[config.mk]
export PLATFORM = sky130hd
export DESIGN_NAME = adv_data_field_parser
export DESIGN_NICKNAME = d
export VERILOG_FILES = /design/src/hw/rtl/adfp_pkg.sv /design/src/hw/rtl/adfp_field_check.sv /design/src/hw/rtl/adv_data_field_parser.sv
export SDC_FILE = /design/constraint.sdc
export NUM_CORES = 1
export LEC_CHECK = 0
export BUFFER_PORTS_ARGS = -buffer_cell sky130_fd_sc_hd__clkbuf_2
export CORE_ASPECT_RATIO = 1.25
export CORE_MARGIN = 1.5
export CORE_UTILIZATION = 62
export CTS_CLUSTER_SIZE = 10
export DETAILED_ROUTE_END_ITERATION = 8
export PLACE_DENSITY = 0.9
export SLEW_MARGIN = 20
export SYNTH_ARGS = -nofsm -noshare
export SYNTH_HDL_FRONTEND = slang
export SYNTH_HIERARCHICAL = 1
export SYNTH_SLANG_ARGS = --single-unit
[constraint.sdc]
create_clock -name clk -period 7 [get_ports clk]
set_input_delay 0.35 -clock clk [delete_from_list [all_inputs] [get_ports clk]]
set_output_delay 0.35 -clock clk [all_outputs]
set_load 0.02 [all_outputs]
[src/hw/rtl/adfp_pkg.sv]
// adfp_pkg: shared types and constants for the advertising data field parser
// status codes, parse phase codes, AD type codes and the field size limit
// no dependencies
package adfp_pkg;

	typedef logic [1:0] status_t;
	typedef logic [1:0] phase_t;

	localparam status_t ST_OK    = 2'd0;
	localparam status_t ST_TRUNC = 2'd1;
	localparam status_t ST_BAD   = 2'd2;

	localparam phase_t PH_LEN  = 2'd0;
	localparam phase_t PH_TYPE = 2'd1;
	localparam phase_t PH_DATA = 2'd2;

	// largest data length accepted in one structure
	localparam logic [7:0] MAX_FIELD_SIZE = 8'd29;

	// length byte values that are never legal
	localparam logic [7:0] LEN_ZERO = 8'd0;
	localparam logic [7:0] LEN_MAX  = 8'd255;

	// AD type codes
	localparam logic [7:0] AD_FLAGS        = 8'h01;
	localparam logic [7:0] AD_UUID16_PART  = 8'h02;
	localparam logic [7:0] AD_UUID16_FULL  = 8'h03;
	localparam logic [7:0] AD_UUID32_PART  = 8'h04;
	localparam logic [7:0] AD_UUID32_FULL  = 8'h05;
	localparam logic [7:0] AD_UUID128_PART = 8'h06;
	localparam logic [7:0] AD_UUID128_FULL = 8'h07;
	localparam logic [7:0] AD_TX_POWER     = 8'h0A;
	localparam logic [7:0] AD_CLASS_OF_DEV = 8'h0D;
	localparam logic [7:0] AD_CONN_INTERVAL = 8'h12;
	localparam logic [7:0] AD_SVC_DATA16   = 8'h16;
	localparam logic [7:0] AD_TARGET_ADDR  = 8'h17;
	localparam logic [7:0] AD_APPEARANCE   = 8'h19;
	localparam logic [7:0] AD_ADV_INTERVAL = 8'h1A;
	localparam logic [7:0] AD_DEV_ADDR     = 8'h1B;
	localparam logic [7:0] AD_LE_ROLE      = 8'h1C;
	localparam logic [7:0] AD_SVC_DATA32   = 8'h20;
	localparam logic [7:0] AD_SVC_DATA128  = 8'h21;

	// reciprocal for divide by six: (d * 171) >> 10 is exact for d below 256
	localparam logic [7:0] RECIP6       = 8'd171;
	localparam int         RECIP6_SHIFT = 10;

endpackage

[src/hw/rtl/adfp_field_check.sv]
// adfp_field_check: length checks on a completed AD structure
// gives status, scalar value and list element count
// depends on adfp_pkg
module adfp_field_check (
	input  logic [7:0]       ad_type,
	input  logic [7:0]       len,
	input  logic [15:0]      accum,
	output adfp_pkg::status_t status,
	output logic [15:0]      value,
	output logic [6:0]       count
);

	logic [15:0] prod6;
	logic [7:0]  quot6;
	logic        ok;
	logic [15:0] val_raw;
	logic [6:0]  cnt_raw;

	assign prod6 = {8'd0, len} * {8'd0, adfp_pkg::RECIP6};
	assign quot6 = {2'd0, prod6[15:adfp_pkg::RECIP6_SHIFT]};

	always_comb begin
		ok      = 1'b1;
		val_raw = 16'd0;
		cnt_raw = 7'd0;
		case (ad_type) inside
			adfp_pkg::AD_FLAGS, adfp_pkg::AD_TX_POWER, adfp_pkg::AD_LE_ROLE: begin
				ok      = (len == 8'd1);
				val_raw = {8'd0, accum[7:0]};
			end
			adfp_pkg::AD_UUID16_PART, adfp_pkg::AD_UUID16_FULL: begin
				ok      = (len[0] == 1'b0);
				cnt_raw = len[7:1];
			end
			adfp_pkg::AD_UUID32_PART, adfp_pkg::AD_UUID32_FULL: begin
				ok      = (len[1:0] == 2'd0);
				cnt_raw = {1'b0, len[7:2]};
			end
			adfp_pkg::AD_UUID128_PART, adfp_pkg::AD_UUID128_FULL: begin
				ok      = (len[3:0] == 4'd0);
				cnt_raw = {3'd0, len[7:4]};
			end
			adfp_pkg::AD_CLASS_OF_DEV:  ok = (len == 8'd3);
			adfp_pkg::AD_CONN_INTERVAL: ok = (len == 8'd4);
			adfp_pkg::AD_SVC_DATA16:    ok = (len >= 8'd2);
			adfp_pkg::AD_TARGET_ADDR: begin
				ok      = ({2'd0, quot6[5:0], 1'b0} + {quot6[6:0], 2'b00} == {1'b0, len});
				cnt_raw = quot6[6:0];
			end
			adfp_pkg::AD_APPEARANCE, adfp_pkg::AD_ADV_INTERVAL: begin
				ok      = (len == 8'd2);
				val_raw = accum;
			end
			adfp_pkg::AD_DEV_ADDR:     ok = (len == 8'd7);
			adfp_pkg::AD_SVC_DATA32:   ok = (len >= 8'd4);
			adfp_pkg::AD_SVC_DATA128:  ok = (len >= 8'd16);
			default:                   ok = 1'b1;
		endcase
		if (len > adfp_pkg::MAX_FIELD_SIZE) begin
			ok = 1'b0;
		end
	end

	assign status = ok ? adfp_pkg::ST_OK : adfp_pkg::ST_BAD;
	assign value  = ok ? val_raw : 16'd0;
	assign count  = ok ? cnt_raw : 7'd0;

endmodule

[src/hw/rtl/adv_data_field_parser.sv]
// adv_data_field_parser: streaming parser for advertising data structures
// walks length, type and data bytes and reports one result per structure
// depends on adfp_pkg and adfp_field_check
//
// usage
//   input channel: data_byte and last_byte with in_valid / in_ready; one
//   byte of the advertising buffer per item, last_byte marks the final byte
//   output channel: field_type, field_len, status, field_value, elem_count and
//   end_of_data with out_valid / out_ready; one item per finished structure,
//   per bad length byte, or per buffer that ends inside a structure
//   result timing: a result is registered and shows on the outputs in the
//   cycle after the byte that completes it is accepted
//   throughput: one byte per cycle while in_ready is high; the parse state
//   and the field check sit between the parse registers and the result
//   register, so every cycle with in_ready high can take a byte
//   stall: the result register holds its item while out_ready is low; a new
//   byte is still taken as long as the result register is empty or being
//   drained in the same cycle
//   reset: arst_n low clears the parser to expect a length byte and empties
//   the result register
//   after a bad structure bytes are dropped without results up to the last
//   byte, which returns the parser to its reset state
module adv_data_field_parser (
	input  logic              clk,
	input  logic              arst_n,
	input  logic              in_valid,
	output logic              in_ready,
	input  logic [7:0]        data_byte,
	input  logic              last_byte,
	output logic              out_valid,
	input  logic              out_ready,
	output logic [7:0]        field_type,
	output logic [7:0]        field_len,
	output logic [1:0]        status,
	output logic [15:0]       field_value,
	output logic [6:0]        elem_count,
	output logic              end_of_data
);

	// parse state
	adfp_pkg::phase_t phase_q, phase_d;
	logic [7:0]       left_q, left_d;
	logic [7:0]       flen_q, flen_d;
	logic [7:0]       type_q, type_d;
	logic [15:0]      accum_q, accum_d;
	logic             err_q, err_d;

	// result register
	logic             out_valid_q;
	logic [7:0]       res_type_q;
	logic [7:0]       res_len_q;
	adfp_pkg::status_t res_status_q;
	logic [15:0]      res_value_q;
	logic [6:0]       res_count_q;
	logic             res_end_q;

	// result of the current byte
	logic             emit;
	logic [7:0]       r_type;
	logic [7:0]       r_len;
	adfp_pkg::status_t r_status;
	logic [15:0]      r_value;
	logic [6:0]       r_count;

	logic             accept;
	logic [7:0]       idx;
	logic [7:0]       left_dec;
	logic [15:0]      accum_upd;
	logic [7:0]       chk_type;
	logic [15:0]      chk_accum;
	adfp_pkg::status_t chk_status;
	logic [15:0]      chk_value;
	logic [6:0]       chk_count;

	assign in_ready = !out_valid_q || out_ready;
	assign accept   = in_valid && in_ready;

	// position of this byte inside the data part
	assign idx      = flen_q - left_q;
	assign left_dec = left_q - 8'd1;

	// first two data bytes collect little endian
	always_comb begin
		accum_upd = accum_q;
		if (idx == 8'd0) begin
			accum_upd = {accum_q[15:8], data_byte};
		end else if (idx == 8'd1) begin
			accum_upd = {data_byte, accum_q[7:0]};
		end
	end

	// in the type phase the type byte itself ends a zero length structure
	assign chk_type  = (phase_q == adfp_pkg::PH_TYPE) ? data_byte : type_q;
	assign chk_accum = (phase_q == adfp_pkg::PH_DATA) ? accum_upd : accum_q;

	adfp_field_check u_check (
		.ad_type (chk_type),
		.len     (flen_q),
		.accum   (chk_accum),
		.status  (chk_status),
		.value   (chk_value),
		.count   (chk_count)
	);

	always_comb begin
		phase_d  = phase_q;
		left_d   = left_q;
		flen_d   = flen_q;
		type_d   = type_q;
		accum_d  = accum_q;
		err_d    = err_q;
		emit     = 1'b0;
		r_type   = 8'd0;
		r_len    = 8'd0;
		r_status = adfp_pkg::ST_OK;
		r_value  = 16'd0;
		r_count  = 7'd0;

		if (err_q) begin
			// drop bytes until the end of the buffer
			if (last_byte) begin
				err_d = 1'b0;
			end
		end else begin
			case (phase_q)
				adfp_pkg::PH_LEN: begin
					if (data_byte == adfp_pkg::LEN_ZERO || data_byte == adfp_pkg::LEN_MAX) begin
						emit     = 1'b1;
						r_status = adfp_pkg::ST_BAD;
						err_d    = !last_byte;
					end else begin
						flen_d  = data_byte - 8'd1;
						type_d  = 8'd0;
						accum_d = 16'd0;
						if (last_byte) begin
							emit     = 1'b1;
							r_len    = data_byte - 8'd1;
							r_status = adfp_pkg::ST_TRUNC;
							flen_d   = 8'd0;
						end else begin
							phase_d = adfp_pkg::PH_TYPE;
						end
					end
				end
				adfp_pkg::PH_TYPE: begin
					type_d = data_byte;
					if (flen_q == 8'd0) begin
						emit     = 1'b1;
						r_type   = chk_type;
						r_len    = flen_q;
						r_status = chk_status;
						r_value  = chk_value;
						r_count  = chk_count;
						phase_d  = adfp_pkg::PH_LEN;
						left_d   = 8'd0;
						type_d   = 8'd0;
						accum_d  = 16'd0;
						err_d    = !last_byte && (chk_status != adfp_pkg::ST_OK);
					end else if (last_byte) begin
						emit     = 1'b1;
						r_type   = data_byte;
						r_len    = flen_q;
						r_status = adfp_pkg::ST_TRUNC;
						phase_d  = adfp_pkg::PH_LEN;
						type_d   = 8'd0;
						flen_d   = 8'd0;
					end else begin
						left_d  = flen_q;
						phase_d = adfp_pkg::PH_DATA;
					end
				end
				adfp_pkg::PH_DATA: begin
					if (left_q != 8'd0) begin
						accum_d = accum_upd;
						left_d  = left_dec;
						if (left_dec == 8'd0) begin
							emit     = 1'b1;
							r_type   = chk_type;
							r_len    = flen_q;
							r_status = chk_status;
							r_value  = chk_value;
							r_count  = chk_count;
							phase_d  = adfp_pkg::PH_LEN;
							type_d   = 8'd0;
							accum_d  = 16'd0;
							err_d    = !last_byte && (chk_status != adfp_pkg::ST_OK);
						end else if (last_byte) begin
							emit     = 1'b1;
							r_type   = type_q;
							r_len    = flen_q;
							r_status = adfp_pkg::ST_TRUNC;
						end
					end else begin
						phase_d = adfp_pkg::PH_LEN;
						left_d  = 8'd0;
					end
				end
				default: begin
					// unused phase code falls back to the length phase
					phase_d = adfp_pkg::PH_LEN;
					left_d  = 8'd0;
				end
			endcase
		end

		// the last byte always leaves the parser in its reset state
		if (last_byte) begin
			phase_d = adfp_pkg::PH_LEN;
			left_d  = 8'd0;
			flen_d  = 8'd0;
			type_d  = 8'd0;
			accum_d = 16'd0;
			err_d   = 1'b0;
		end
	end

	always_ff @(posedge clk or negedge arst_n) begin
		if (!arst_n) begin
			phase_q <= adfp_pkg::PH_LEN;
			left_q  <= 8'd0;
			flen_q  <= 8'd0;
			type_q  <= 8'd0;
			accum_q <= 16'd0;
			err_q   <= 1'b0;
		end else if (accept) begin
			phase_q <= phase_d;
			left_q  <= left_d;
			flen_q  <= flen_d;
			type_q  <= type_d;
			accum_q <= accum_d;
			err_q   <= err_d;
		end
	end

	// result register: loads on a byte that causes a result, empties when taken
	always_ff @(posedge clk or negedge arst_n) begin
		if (!arst_n) begin
			out_valid_q <= 1'b0;
		end else if (accept && emit) begin
			out_valid_q <= 1'b1;
		end else if (out_ready) begin
			out_valid_q <= 1'b0;
		end
	end

	always_ff @(posedge clk) begin
		if (accept && emit) begin
			res_type_q   <= r_type;
			res_len_q    <= r_len;
			res_status_q <= r_status;
			res_value_q  <= r_value;
			res_count_q  <= r_count;
			res_end_q    <= last_byte;
		end
	end

	assign out_valid   = out_valid_q;
	assign field_type  = res_type_q;
	assign field_len   = res_len_q;
	assign status      = res_status_q;
	assign field_value = res_value_q;
	assign elem_count  = res_count_q;
	assign end_of_data = res_end_q;

endmodule
# Yosys cells after proc, flatten, opt, wreduce, memory -nomap -nowiden
# Cells that the tools add are included.
[word_totals] register_bits=86 output_inout_bits=44 elab_cells=198
[op_classes] addsub=4 multipliers=1 magnitude_cmp=4 eq_ne=36 n_mux=110 bitwise=1 reduce_logical=29
[op_table] op="$mux 16" n=22
[op_table] op="$mux 8" n=26
[op_table] op="$mux 7" n=11
[op_table] op="$pmux 8 s3" n=3
[op_table] op="$eq 8x5->1 const B" n=7
[op_table] op="$eq 8x3->1 const B" n=6
[op_table] op="$pmux 16 s3" n=1
[op_table] op="$eq 8x2->1 const B" n=4
[op_table] op="$logic_not 8->1" n=4
[op_table] op="$pmux 16 s2" n=1
[op_table] op="$mux 1" n=28
[op_table] op="$eq 8x1->1 const B" n=3
[op_table] op="$mux 2" n=11
[op_table] op="$eq 8x4->1 const B" n=2
[op_table] op="$eq 8x6->1 const B" n=2
[op_table] op="$mul 8x8->16 const B" n=1
[op_table] op="$pmux 8 s2" n=1
[op_table] op="$sub 8x1->8 const B" n=2
[op_table] op="$pmux 7 s2" n=1
[op_table] op="$pmux 2 s3" n=2
[op_table] op="$reduce_and 6->1" n=2
[op_table] op="$add 7x8->9" n=1
[op_table] op="$eq 9x8->1" n=1
[op_table] op="$ne 3x2->1 const B" n=3
[op_table] op="other kinds (26)" n=40

# Depth between registers and ports, before layout
# Gate-level depths: netlist (run 1).
[logic_depth] word_depth=24 mapped_depth=25

# Modules after synthesis
# The synthesis (run 1) kept the hierarchy.
[by_module_without_submodules] mod="adv_data_field_parser" instances=1 cells_each=489 area_each_um2=4982.3 seq_area_each_um2=2362.3
[by_module_without_submodules] mod="adfp_field_check" instances=1 cells_each=294 area_each_um2=2401.1 seq_area_each_um2=0.0

# Least setup slack after synthesis (run 1)
# Ideal clock, no wire load.
[synth_path] path_kind="register -> register" start="register flen_q[3]" end="register err_q" setup_ns=0.138 arrival_ns=5.971 required_ns=6.862 slack_ns=0.891 stages_incl_launch_ff=25 n_path_buf=0 path_cell_list="dfrtp_1 -> ha_1 -> fa_1 -> fa_1 -> inv_1 -> fa_1 -> inv_1 -> ha_1 -> a21o_1 -> a31o_2 -> o21ai_1 -> nor2b_1 -> xnor2_1 -> ha_1 -> a21oi_1 -> a21boi_1 -> o21a_1 -> or3_1 -> a21oi_1 -> o2111ai_2 -> a21o_1 -> or2_2 -> a21oi_1 -> nor3_1 -> a2bb2oi_1"
[synth_via] elab_chain_len=22 word_cells_on_any_way=36
[synth_rtl] item="start: declaration" line="adv_data_field_parser.sv:43" text="logic [7:0] flen_q, flen_d;"
[synth_rtl] item="start signal: assignment" line="adv_data_field_parser.sv:228" text="flen_q <= flen_d;"
[synth_rtl] item="parallel branches: the longest is 13 deep, another holds $mul 8x8->16"
[synth_rtl] item="$mux 1 *" line="adfp_field_check.sv:59" text="if (len > adfp_pkg::MAX_FIELD_SIZE) begin"
[synth_rtl] item="$mux 2 *" line="adfp_field_check.sv:64" text="assign status = ok ? adfp_pkg::ST_OK : adfp_pkg::ST_BAD;"
[synth_rtl] item="named net chk_status[1]" line="adv_data_field_parser.sv:71" text="adfp_pkg::status_t chk_status;"
[synth_rtl] item="$reduce_bool 2->1 *" line="adv_data_field_parser.sv:158, adv_data_field_parser.sv:186"
[synth_rtl] item="$logic_and 1x1->1 *" line="adv_data_field_parser.sv:158, adv_data_field_parser.sv:186"
[synth_rtl] item="$mux 1" line="adv_data_field_parser.sv:176" text="if (left_dec == 8'd0) begin"
[synth_rtl] item="$mux 1" line="adv_data_field_parser.sv:173" text="if (left_q != 8'd0) begin"
[synth_rtl] item="$pmux 1 s3 *" line="adv_data_field_parser.sv:125" text="case (phase_q)"
[synth_rtl] item="$mux 1 *" line="adv_data_field_parser.sv:119" text="if (err_q) begin"
[synth_rtl] item="$mux 1 *" line="adv_data_field_parser.sv:207" text="if (last_byte) begin"
[synth_rtl] item="end signal: assignment" line="adv_data_field_parser.sv:231" text="err_q <= err_d;"
[synth_rtl] item="end: declaration" line="adv_data_field_parser.sv:46" text="logic err_q, err_d;"
# Mark *: on every way through the listed nets, which the timed path passes.
# A chain may end at the register's enable or synchronous reset.

# Worst setup path in the final report (run 1)
[layout_path] start="register flen_q[5]" end="register err_q"
# The elaborated chain is that of the path after synthesis.

==> qor.csv, run 1 <==
stage,metric,value,unit
grt,grt_remaining_overflow,0,
synthesis,netlist_instances,783,
synthesis,yosysMostFrequentCell,ha_1,
placed_design,place_hpwl,13.4,mm
synthesis,synth_fp_nets,888,
setup_path,r2r_setup_slack,0.61,ns
timing,setup_viol,0,
synthesis,synth_area,0.00738,sq mm
cells_and_area,fin_util,0.696,
route,wl_per_cell,18.8,microns
clock_network,cts_tree,done,
timing,fin_crit_sh,0.913,
synthesis,synth-async-reset-ratio,0.512,
power_and_ir_drop,power.leakage,0.00365,uW
synthesis,synth_flop_cell,dfrtp_1,
route,wirelength,18.7,mm
timing,rsz0062_at_grt,false,
floorplan,ios,57,
setup_path,critPathCapture,err_q,
grt,grt_pass1_vias,6600,
timing,tns,0,ns
grt,grt_first_pass_wirelength,31.4,mm
synthesis,synth_common_cells,"ha_1 (78), nand2_1 (64), nor2_1 (60)",
setup_path,path_max_fanout,11,
clock_network,cts_buffers,9,
synthesis,synthTopCellsByArea,"edfxtp_1 (17%), dfrtp_1 (15%), ha_1 (13%), fa_1 (3.8%), nand2_1 (3.3%)",
setup_path,crit_path_start_kind,register,
setup_path,r2r_end,err_q,
timing,slew_headroom,0.324,
clock_network,cts.reportedPaths.clkPinSlew,0.07,ns
synthesis,synth-seq-cells,86,
grt,grt_usage,0.315,
grt,grt_max_degree,45,
clock_network,htreeDepth,3,
floorplan,die_w,101,microns
cells_and_area,syn2layout_area_growth,9.49,%
power_and_ir_drop,max-vdd-ir-drop,0.000307,V
timing,finalCriticalPeriod,6.39,ns
synthesis,yosys.area.top_type,edfxtp_1,
synthesis,ys_warn_count,6,
route,dr.pass1.iters,6,
grt,antenna_found_initial,0,
timing,fin_ws,0.611,ns
route,vias_per_cell,6.47,
setup_path,r2r_start,flen_q[5],
floorplan,die_y,125,microns
route,num_vias,6415,
synthesis,synth.distinct_cells,89,
synthesis,synth_top_area_frac,0.171,
placed_design,io_buffer_count,56,
status,outcome,completed,
placed_design,post-place-ws,0.673,ns
power_and_ir_drop,clockPowerShare,0.121,
route,drtIter0Drc,523,
cells_and_area,drive_gt1_frac,0.166,
timing,finClkSkew,0.0129,ns
timing,hold_viol,0,
clock_network,post_cts_buffers,0,
setup_path,cp_data_arrival_time,6.61,ns
cells_and_area,final_nets,931,
setup_path,critPathCaptureType,register,
floorplan,start_util,0.636,
cells_and_area,fill_cells,877,
run,maxCapViolations,0,
clock_network,clockBufferDepth,2,
cells_and_area,antenna_cells,0,
synthesis,synth_edf_count,42,
hold_path,hold_class,in2async,
timing,maxSlewViolCount,0,
synthesis,postSynthAreaPerCell,9.43,sq um
synthesis,seq_area_frac_synth,0.320,
floorplan,rows,44,
setup_path,worstRegToRegCells,23,
route,drc,0,
power_and_ir_drop,intPower,2090,uW
floorplan,die_area,0.0126,sq mm
power_and_ir_drop,swShare,0.503,
clock_network,cts_hold_buf,0,
timing,fmax,0.157,GHz
setup_path,cp.required,7.22,ns
route,drtAntennaViolNets,0,
power_and_ir_drop,combPwrFrac,0.700,
clock_network,clock-sinks,86,
clock_network,clockRootBuffer,clkbuf_16,
timing,tightest_slew,1.00,ns
clock_network,clk_latency,0.35,ns
setup_path,worstSetupPathType,reg2reg,
clock_network,postCtsResizedCells,0,
power_and_ir_drop,power_switching,2110,uW
power_and_ir_drop,power.share.sequential,0.178,
floorplan,core_area,0.0116,sq mm
power_and_ir_drop,power.density,519,mW/mm^2
setup_path,cp-startpoint,flen_q[5],
placed_design,gp_congestion,1.00,
-- final cells by class --
class	count	area [sq um]	area share
Inverter	57	214	0.0265
Clock inverter	7	83.8	0.0104
Timing Repair Buffer	68	370	0.0458
Sequential cell	86	2360	0.292
Clock buffer	9	225	0.0279
Multi-Input combinational cell	604	4630	0.572
Tap cell	161	201	0.0249
-- per-layer routing --
metal | global-route usage | part of all wire | up-vias
met4 | 0.196 | 0.053 | 0
met5 | 0 | 0 | -
li1 | - | - | 2919
met1 | 0.369 | 0.37 | 3021
met2 | 0.527 | 0.50 | 365
met3 | 0.0581 | 0.079 | 110
-- power by group through the flow --
stage / sequential, uW / clock [uW] / combinational [uW]
2_1_floorplan: 878 / 0 / 2080
3_3_place_gp: 750 / 0 / 2750
3_5_place_dp: 757 / 0 / 2870
4_1_cts: 749 / 510 / 2900
5_1_grt: 765 / 534 / 3250
6_report: 749 / 509 / 2940
-- layout by cell type, fill, tap and decap left out, types with 5 or more instances in the layout --
| cell | synthesis | layout |
|---|---|---|
| a21oi_1 | 40 | 40 |
| a22o_1 | 17 | 17 |
| a22oi_1 | 12 | 12 |
| and2_1 | 19 | 19 |
| and3_1 | 31 | 31 |
| buf_4 | 5 | 12 |
| clkbuf_16 | 0 | 9 |
| clkbuf_2 | 0 | 56 |
| dfrtp_1 | 44 | 44 |
| edfxtp_1 | 42 | 42 |
| fa_1 | 14 | 14 |
| ha_1 | 78 | 78 |
| inv_1 | 56 | 55 |
| mux2_2 | 15 | 15 |
| mux2_4 | 8 | 8 |
| nand2_1 | 64 | 64 |
| nand2b_1 | 9 | 9 |
| nand3_1 | 11 | 11 |
| nand4_1 | 5 | 5 |
| nor2_1 | 60 | 60 |
| nor2b_1 | 12 | 11 |
| nor3_1 | 15 | 15 |
| nor3b_1 | 8 | 8 |
| nor4_1 | 8 | 8 |
| o21ai_0 | 38 | 38 |
| o21ai_1 | 12 | 12 |
| o2bb2ai_1 | 9 | 9 |
| or3_1 | 5 | 5 |
| xnor2_1 | 20 | 20 |
| xor2_1 | 5 | 5 |
-- worst max-delay path, cell delays in order (launching register included) --
cell and delay, ns:
dfrtp_1 0.64, inv_1 0.23, ha_1 0.34, inv_1 0.04, fa_1 0.48, inv_1 0.06, fa_1 0.47, ha_1 0.31
nor2b_1 0.29, o211a_1 0.29, o21ai_1 0.11, a211o_1 0.28, xnor2_1 0.39, ha_1 0.37, a21boi_1 0.16, o21a_1 0.18
or3_1 0.35, a21oi_1 0.18, o2111ai_2 0.23, a21o_1 0.25, or2_2 0.27, a21oi_1 0.15, nor3_1 0.07, a2bb2oi_1 0.13
-- state kept, by name, indices dropped and copies added (netlist names), 2 cells and up --
name	flops
accum_q	16
elem_count	7
field_len	8
field_type	8
field_value	16
flen_q	8
left_q	8
phase_q	2
status	2
type_q	8
-- cells by family after synthesis --
group / synth area share
AO/OA/AOI/OAI: 0.174
XOR/XNOR: 0.0319
adder cells (fa/ha/maj): 0.170
buffers and inverters: 0.0537
flip-flops: 0.320
multiplexers: 0.0419
other: 0.000508
AND/OR/NAND/NOR: 0.208
-- worst min-delay path by stage --
stage / to / slack [ns] / cells past startpoint
floorplan: accum_q[0] / 0.05 / 0
CTS: left_q[1] / 0.11 / 2
finish: left_q[1] / 0.09 / 2
global placement: left_q[1] / 0.47 / 2
detailed placement: left_q[1] / 0.47 / 2
global route: left_q[1] / 0.13 / 2
-- per-stage QoR --
stage | hold WS [ns] | total power (uW) | std cells | instance area (sq um)
6_report | 0.0852 | 4200 | 992 | 8080
5_1_grt | 0.127 | 4550 | 992 | 8080
4_1_cts | 0.107 | 4150 | 992 | 8080
3_5_place_dp | 0.473 | 3630 | 976 | 7770
3_3_place_gp | 0.465 | 3500 | 976 | 7770
2_1_floorplan | 0.0544 | 2960 | 783 | 7380
(Power assumes the default switching activity.)
==> run 2: changes to the inputs <==
--- a/config.mk
+++ b/config.mk
@@ -5,13 +5,13 @@
 export SDC_FILE = /design/constraint.sdc
 export NUM_CORES = 1
 export LEC_CHECK = 0
-export BUFFER_PORTS_ARGS = -buffer_cell sky130_fd_sc_hd__clkbuf_2
 export CORE_ASPECT_RATIO = 1.25
 export CORE_MARGIN = 1.5
 export CORE_UTILIZATION = 62
 export CTS_CLUSTER_SIZE = 10
 export DETAILED_ROUTE_END_ITERATION = 8
-export PLACE_DENSITY = 0.9
+export DONT_BUFFER_PORTS = 1
+export PLACE_DENSITY = 0.86
 export SLEW_MARGIN = 20
 export SYNTH_ARGS = -nofsm -noshare
 export SYNTH_HDL_FRONTEND = slang
==> qor.csv, run 2 (same netlist as run 1, synthesis figures left out) <==
stage,metric,value,unit,change
route,vias_per_cell,6.45,,-0.33%
floorplan,die_y,125,microns,unchanged
floorplan,rows,44,,unchanged
floorplan,core_area,0.0116,sq mm,unchanged
grt,grt_remaining_overflow,0,,unchanged
setup_path,crit_slowest_cell,fa_1,,
route,wirelength,17.8,mm,-4.9%
clock_network,clock-sinks,86,,unchanged
grt,grt_usage,0.290,,-0.0246
timing,maxSlewViolCount,0,,unchanged
floorplan,die_w,101,microns,unchanged
setup_path,path_max_fanout,4,,-7
power_and_ir_drop,finalPower,4060,uW,-3.3%
hold_path,hold_class,in2reg,,
clock_network,cts.reportedPaths.clkPinSlew,0.07,ns,about the same
route,drtAntennaViolNets,0,,unchanged
placed_design,gp_congestion,0.979,,-2.4%
setup_path,cp_data_arrival_time,6.72,ns,+0.11 ns
grt,grt_pass1_vias,5978,,-9.4%
clock_network,clk_latency,0.35,ns,about the same
timing,rsz0062_at_grt,false,,
timing,slew_headroom,0.288,,-0.0363
floorplan,ios,57,,unchanged
cells_and_area,antenna_cells,0,,unchanged
setup_path,crit_chain,"ha_1, fa_1, fa_1, inv_1, fa_1, inv_1, ha_1, a21o_1, a31o_2, o21ai_1, nor2b_1, xnor2_1, ha_1, a21oi_1, a21boi_1, o21a_1, or3_1, a21oi_1, o2111ai_2, a21o_1, or2_2, a21oi_1, nor3_1, a2bb2oi_1",,
floorplan,die_area,0.0126,sq mm,unchanged
run,maxCapViolations,0,,unchanged
placed_design,post-place-ws,0.606,ns,-0.0671 ns
cells_and_area,drive_gt1_frac,0.105,,-0.0615
cells_and_area,fin_util,0.674,,-0.0223
clock_network,clockRootBuffer,clkbuf_16,,
placed_design,place_hpwl,13.1,mm,-2.3%
placed_design,io_buffer_count,0,,-100%
route,dr.pass1.iters,5,,-1
clock_network,postCtsResizedCells,0,,unchanged
grt,grt_first_pass_wirelength,28.9,mm,-8.0%
timing,setup_viol,0,,unchanged
timing,finClkSkew,0.0109,ns,-0.00202 ns
setup_path,slowest_delay,0.54,ns,-0.10 ns
clock_network,cts_tree,done,,
route,wl_per_cell,19.0,microns,+0.80%
clock_network,htreeDepth,3,,unchanged
setup_path,critPathCaptureType,register,,
timing,fmax,0.154,GHz,-1.6%
cells_and_area,final_cell_mix,"ha_1 (78), nand2_1 (64), nor2_1 (60)",,
clock_network,clockBufferDepth,2,,unchanged
timing,finalCriticalPeriod,6.49,ns,+0.103 ns
clock_network,cts_buffers,9,,unchanged
cells_and_area,layout_commonest_cell,ha_1,,
setup_path,crit_path_start_kind,register,,
floorplan,start_util,0.636,,unchanged
cells_and_area,syn2layout_area_growth,5.98,%,
setup_path,worstSetupPathType,reg2reg,,
timing,tns,0,ns,unchanged
timing,timing.hold.ws,0.0961,ns,+0.0109 ns
timing,fin_crit_sh,0.927,,+0.0147
power_and_ir_drop,power.density,519,mW/mm^2,about the same
timing,hold_viol,0,,unchanged
setup_path,cp.required,7.23,ns,about the same
grt,grt_max_degree,45,,unchanged
grt,antenna_found_initial,0,,unchanged
power_and_ir_drop,max-vdd-ir-drop,0.000334,V,+8.8%
status,outcome,completed,,
route,drtIter0Drc,596,,+14%
route,num_vias,6033,,-6.0%
route,drc,0,,unchanged
timing,fin_ws,0.508,ns,-0.103 ns
power_and_ir_drop,power.leakage,0.00343,uW,-6.2%
timing,tightest_slew,1.06,ns,+0.0539 ns
cells_and_area,final_nets,875,,-6.0%
run 2: final cells by class:
class / count / area (sq um)
multi-input cells: 604 / 4630
fillers: 861 / 3790
flip-flops and latches: 86 / 2360
clock buffers: 9 / 225
inverters: 57 / 214
well taps: 161 / 201
repair buffers: 12 / 113
clock inverters: 7 / 76.3
run 2: path summary, 6_finish.rpt:
kind | slack, ns | endpoint | depth (start not counted) | from
max | 0.51 | err_q | 24 | flen_q[1]
min | 0.1 | err_q | 1 | last_byte
max reg2reg | 0.51 | err_q | 24 | flen_q[1]
min reg2reg | 0.49 | type_q[7] | 2 | type_q[7]
max in group asynchronous | 6.28 | accum_q[2] | 2 | arst_n
min in group asynchronous | 0.51 | type_q[5] | 2 | arst_n
run 2: power by group:
group          switching (uW)  internal (uW)  total, uW
registers                 158            683        841
clock network             225            253        478
logic                    1670           1070       2740
run 2: what timing repair did:
item                                   CTS  global route
hold buffers                             2             0
endpoints found under the hold margin   44             0
setup buffers                            0             0
run 2: per-layer routing:
layer  vias to the layer above  global-route usage  wire length [microns]
met4                         0               0.139                    680
met2                       288               0.488                   8750
met3                        71              0.0458                   1330
li1                       2803                   -                      -
met1                      2871               0.361                   7020
met5                         -                   0                      0
run 2: critical path: cells and delay by family (launching register included):
kind            cells  cell delay (ns)
fa+ha+maj           6             2.55
buf+inv             2             0.10
flops               1             0.38
compound gates     11             2.21
xor+xnor            1             0.25
simple gates        4             0.88
run 2: through the flow:
stage,cells,cell area (sq um)
2_1_floorplan,783,7380
5_1_grt,936,7830
3_3_place_gp,918,7480
6_report,936,7830
3_5_place_dp,918,7480
4_1_cts,936,7820
==> run 3: changes to the inputs <==
--- a/config.mk
+++ b/config.mk
@@ -15,5 +15,4 @@
 export SLEW_MARGIN = 20
 export SYNTH_ARGS = -nofsm -noshare
 export SYNTH_HDL_FRONTEND = slang
-export SYNTH_HIERARCHICAL = 1
 export SYNTH_SLANG_ARGS = --single-unit
==> qor.csv, run 3 <==
stage,metric,value,unit,change
setup_path,path_max_fanout,8,,+4
floorplan,core_area,0.0107,sq mm,-7.7%
clock_network,cts.reportedPaths.clkPinSlew,0.07,ns,about the same
clock_network,clk_latency,0.35,ns,about the same
grt,grt_usage,0.311,,+0.0206
clock_network,cts_buffers,9,,unchanged
setup_path,r2r_start,flen_q[0],,
synthesis,yosysMostFrequentCell,nor2_1,,
power_and_ir_drop,power.share.sequential,0.215,,+0.008
setup_path,r2r_end,elem_count[3],,
setup_path,cp_data_arrival_time,6.93,ns,+0.21 ns
setup_path,crit_chain,"ha_1, ha_1, fa_1, inv_1, fa_1, inv_1, ha_1, a2111oi_4, o31ai_4, a21o_1, a21oi_1, xnor2_1, ha_2, fa_1, xor2_1, or4_1, a2111oi_2, nand3_1, a2111oi_2, o21a_2, o2111ai_4, a31oi_1",,
route,wl_met2,9.06,mm,+3.5%
synthesis,synth_flop_cell,dfrtp_1,,
route,wl_met1,6.81,mm,-3.0%
placed_design,io_buffer_count,0,,unchanged
synthesis,seq_area_frac_synth,0.343,,+0.0226
cells_and_area,antenna_cells,0,,unchanged
synthesis,postSynthAreaPerCell,9.46,sq um,+0.31%
hold_path,hold_class,in2reg,,
floorplan,die_w,97.3,microns,-3.3%
floorplan,ios,57,,unchanged
cells_and_area,final_cell_mix,"nor2_1 (78), ha_1 (75), inv_1 (62)",,
clock_network,cts_tree,done,,
power_and_ir_drop,power.density,532,mW/mm^2,+2.6%
setup_path,slowest_delay,0.55,ns,about the same
timing,rsz0062_at_grt,false,,
synthesis,synth_top_area_frac,0.183,,+0.0121
grt,antenna_found_initial,0,,unchanged
cells_and_area,fin_util,0.696,,+0.0220
floorplan,die_y,121,microns,-3.3%
setup_path,worstSetupPathType,reg2reg,,
setup_path,path_depth,22,,-8.3%
grt,grt_remaining_overflow,0,,unchanged
synthesis,synth-async-reset-ratio,0.512,,unchanged
route,drc,0,,unchanged
route,dr.pass1.iters,5,,unchanged
power_and_ir_drop,max-vdd-ir-drop,0.000297,V,-11%
setup_path,worstRegToRegCells,22,,-8.3%
cells_and_area,drive_gt1_frac,0.0825,,-0.0220
clock_network,clockRootBuffer,clkbuf_16,,
timing,setup_viol,0,,unchanged
setup_path,critical-path-top-delay-family,adder cells,,
synthesis,netlist_instances,729,,-6.9%
timing,tightest_slew,1.10,ns,+0.0387 ns
status,outcome,completed,,
setup_path,crit_slowest_cell,fa_1,,
route,wl_met3,1.33,mm,-0.38%
route,drtIter0Drc,515,,-14%
synthesis,synth_fp_nets,832,,-6.3%
timing,fin_crit_sh,0.964,,+0.0369
setup_path,cp-startpoint,flen_q[0],,
route,vias_per_cell,6.82,,+5.9%
route,wirelength,18.0,mm,+1.5%
power_and_ir_drop,combPwrFrac,0.652,,-0.023
power_and_ir_drop,swShare,0.496,,-0.00858
cells_and_area,stdcell_count,859,,-8.2%
cells_and_area,fill_cells,786,,-8.7%
power_and_ir_drop,clockPowerShare,0.134,,+0.016
timing,fmax,0.148,GHz,-3.8%
synthesis,synthTopCellsByArea,"edfxtp_1 (18%), dfrtp_1 (16%), ha_1 (14%), nor2_1 (4.2%), fa_1 (4.1%)",,
power_and_ir_drop,intPower,2000,uW,-0.50%
synthesis,synth_area,0.00690,sq mm,-6.6%
cells_and_area,syn2layout_area_growth,8.15,%,
placed_design,post-place-ws,0.214,ns,-0.392 ns
timing,maxSlewViolCount,0,,unchanged
setup_path,critPathCaptureType,register,,
setup_path,cp.required,7.18,ns,-0.05 ns
setup_path,critPathCapture,elem_count[3],,
cells_and_area,layout_commonest_cell,nor2_1,,
placed_design,gp_congestion,0.957,,-2.2%
timing,fin_ws,0.250,ns,-0.258 ns
run,maxCapViolations,0,,unchanged
synthesis,yosys.area.top_type,edfxtp_1,,
grt,grt_first_pass_wirelength,28.9,mm,+0.21%
route,highest_layer,met4,,
route,num_vias,5861,,-2.9%
floorplan,start_util,0.643,,+0.00760
power_and_ir_drop,power_switching,1970,uW,-3.9%
floorplan,die_area,0.0118,sq mm,-6.4%
synthesis,synth.distinct_cells,69,,-22%
placed_design,dp.cells,840,,-8.5%
grt,grt_pass1_vias,5754,,-3.7%
synthesis,ys_warn_count,0,,-6
power_and_ir_drop,power.leakage,0.00321,uW,-6.3%
timing,finClkSkew,0.00981,ns,-0.00110 ns
cells_and_area,final_nets,825,,-5.7%
placed_design,place_hpwl,13.4,mm,+1.8%
timing,slew_headroom,0.268,,-0.0193
setup_path,cp_num_buf_inv,2,,unchanged
synthesis,synth_edf_count,42,,unchanged
floorplan,rows,42,,-4.5%
timing,tns,0,ns,unchanged
cells_and_area,multiInputGateArea,0.00425,sq mm,-8.4%
timing,hold_viol,0,,unchanged
clock_network,htreeDepth,3,,unchanged
grt,grt_max_degree,45,,unchanged
clock_network,clockBufferDepth,2,,unchanged
setup_path,crit_path_start_kind,register,,
synthesis,synth_common_cells,"nor2_1 (78), ha_1 (76), inv_1 (62)",,
cells_and_area,seq_area,0.00236,sq mm,about the same
setup_path,r2r_setup_slack,0.25,ns,-0.26 ns
timing,finalCriticalPeriod,6.75,ns,+0.258 ns
clock_network,clock-sinks,86,,unchanged
route,drtAntennaViolNets,0,,unchanged
synthesis,synth-seq-cells,86,,unchanged
route,wl_per_cell,21.0,microns,+11%
## run 3: changes by cell type after synthesis, sizes merged, moves of 6 or more
| cell | change |
|---|---|
| nand3b | +6 |
| xnor2 | -6 |
| nor2 | +16 |
| and3 | -29 |
| nand2 | -24 |
| mux2i | +17 |
| buf | -8 |
| mux2 | -18 |
| and2 | -13 |
| o2bb2ai | -8 |
| nand3 | +12 |
## run 3: what timing repair did
action | CTS | global route
resized for setup | 0 | 10
buffers inserted | 0 | 1
hold endpoints to repair | 44 | 0
setup endpoints to repair | 0 | 25
hold buffers | 2 | 0
## run 3: worst reg2reg max path: cells and delay by family (launching register included)
kind | cells | cell delay (ns)
fa+ha+maj | 7 | 2.76
xor+xnor | 2 | 0.34
buf+inv | 2 | 0.11
compound gates | 9 | 2.36
simple gates | 2 | 0.63
flops | 1 | 0.38
## run 3: stage by stage
stage | hold WS [ns] | total power (uW) | area [sq um]
3_5_place_dp | 0.0553 | 3290 | 7020
4_1_cts | 0.0937 | 3850 | 7380
2_1_floorplan | 0.0544 | 2700 | 6900
3_3_place_gp | 0.0558 | 3150 | 7020
5_1_grt | 0.0957 | 4270 | 7460
6_report | 0.0986 | 3970 | 7460
## run 3: worst min-delay path by stage
stage                          from           to  slack (ns)  cells past startpoint
after detailed placement     arst_n   accum_q[7]        0.06                      0
after global routing      last_byte  end_of_data         0.1                      0
after floorplan              arst_n   accum_q[0]        0.05                      0
after global placement       arst_n   accum_q[7]        0.06                      0
final                     last_byte  end_of_data         0.1                      0
after CTS                 last_byte  end_of_data        0.09                      0
## run 3: kinds of logic (layout without fill, tap and decap cells)
kind of cell / after synthesis / in the layout / share of synthesized area
buffers and inverters: 93 / 91 / 0.0528
flip-flops: 86 / 86 / 0.343
adder cells (fa/ha/maj): 90 / 90 / 0.179
AO/OA/AOI/OAI: 181 / 181 / 0.187
XOR/XNOR: 25 / 25 / 0.0318
AND/OR/NAND/NOR: 230 / 230 / 0.171
multiplexers: 24 / 24 / 0.0363
## run 3: layout make-up
cell class / count / share of cell area
multi-input cells: 550 / 0.569
flip-flops and latches: 86 / 0.317
inverters: 62 / 0.0312
well taps: 132 / 0.0221
clock inverters: 7 / 0.0141
clock buffers: 9 / 0.0302
repair buffers: 13 / 0.0161
## run 3: layer usage
metal  up-vias  track usage
li1       2630            -
met5         -            0
met4         0        0.164
met3        79       0.0449
met2       329        0.555
met1      2823        0.362
## run 3: power by group through the flow
stage | clock network, uW | logic, uW | registers [uW]
floorplan | 0 | 1840 | 862
global placement | 0 | 2290 | 855
detailed placement | 0 | 2430 | 862
CTS | 529 | 2460 | 853
global route | 546 | 2850 | 865
finish | 531 | 2590 | 852
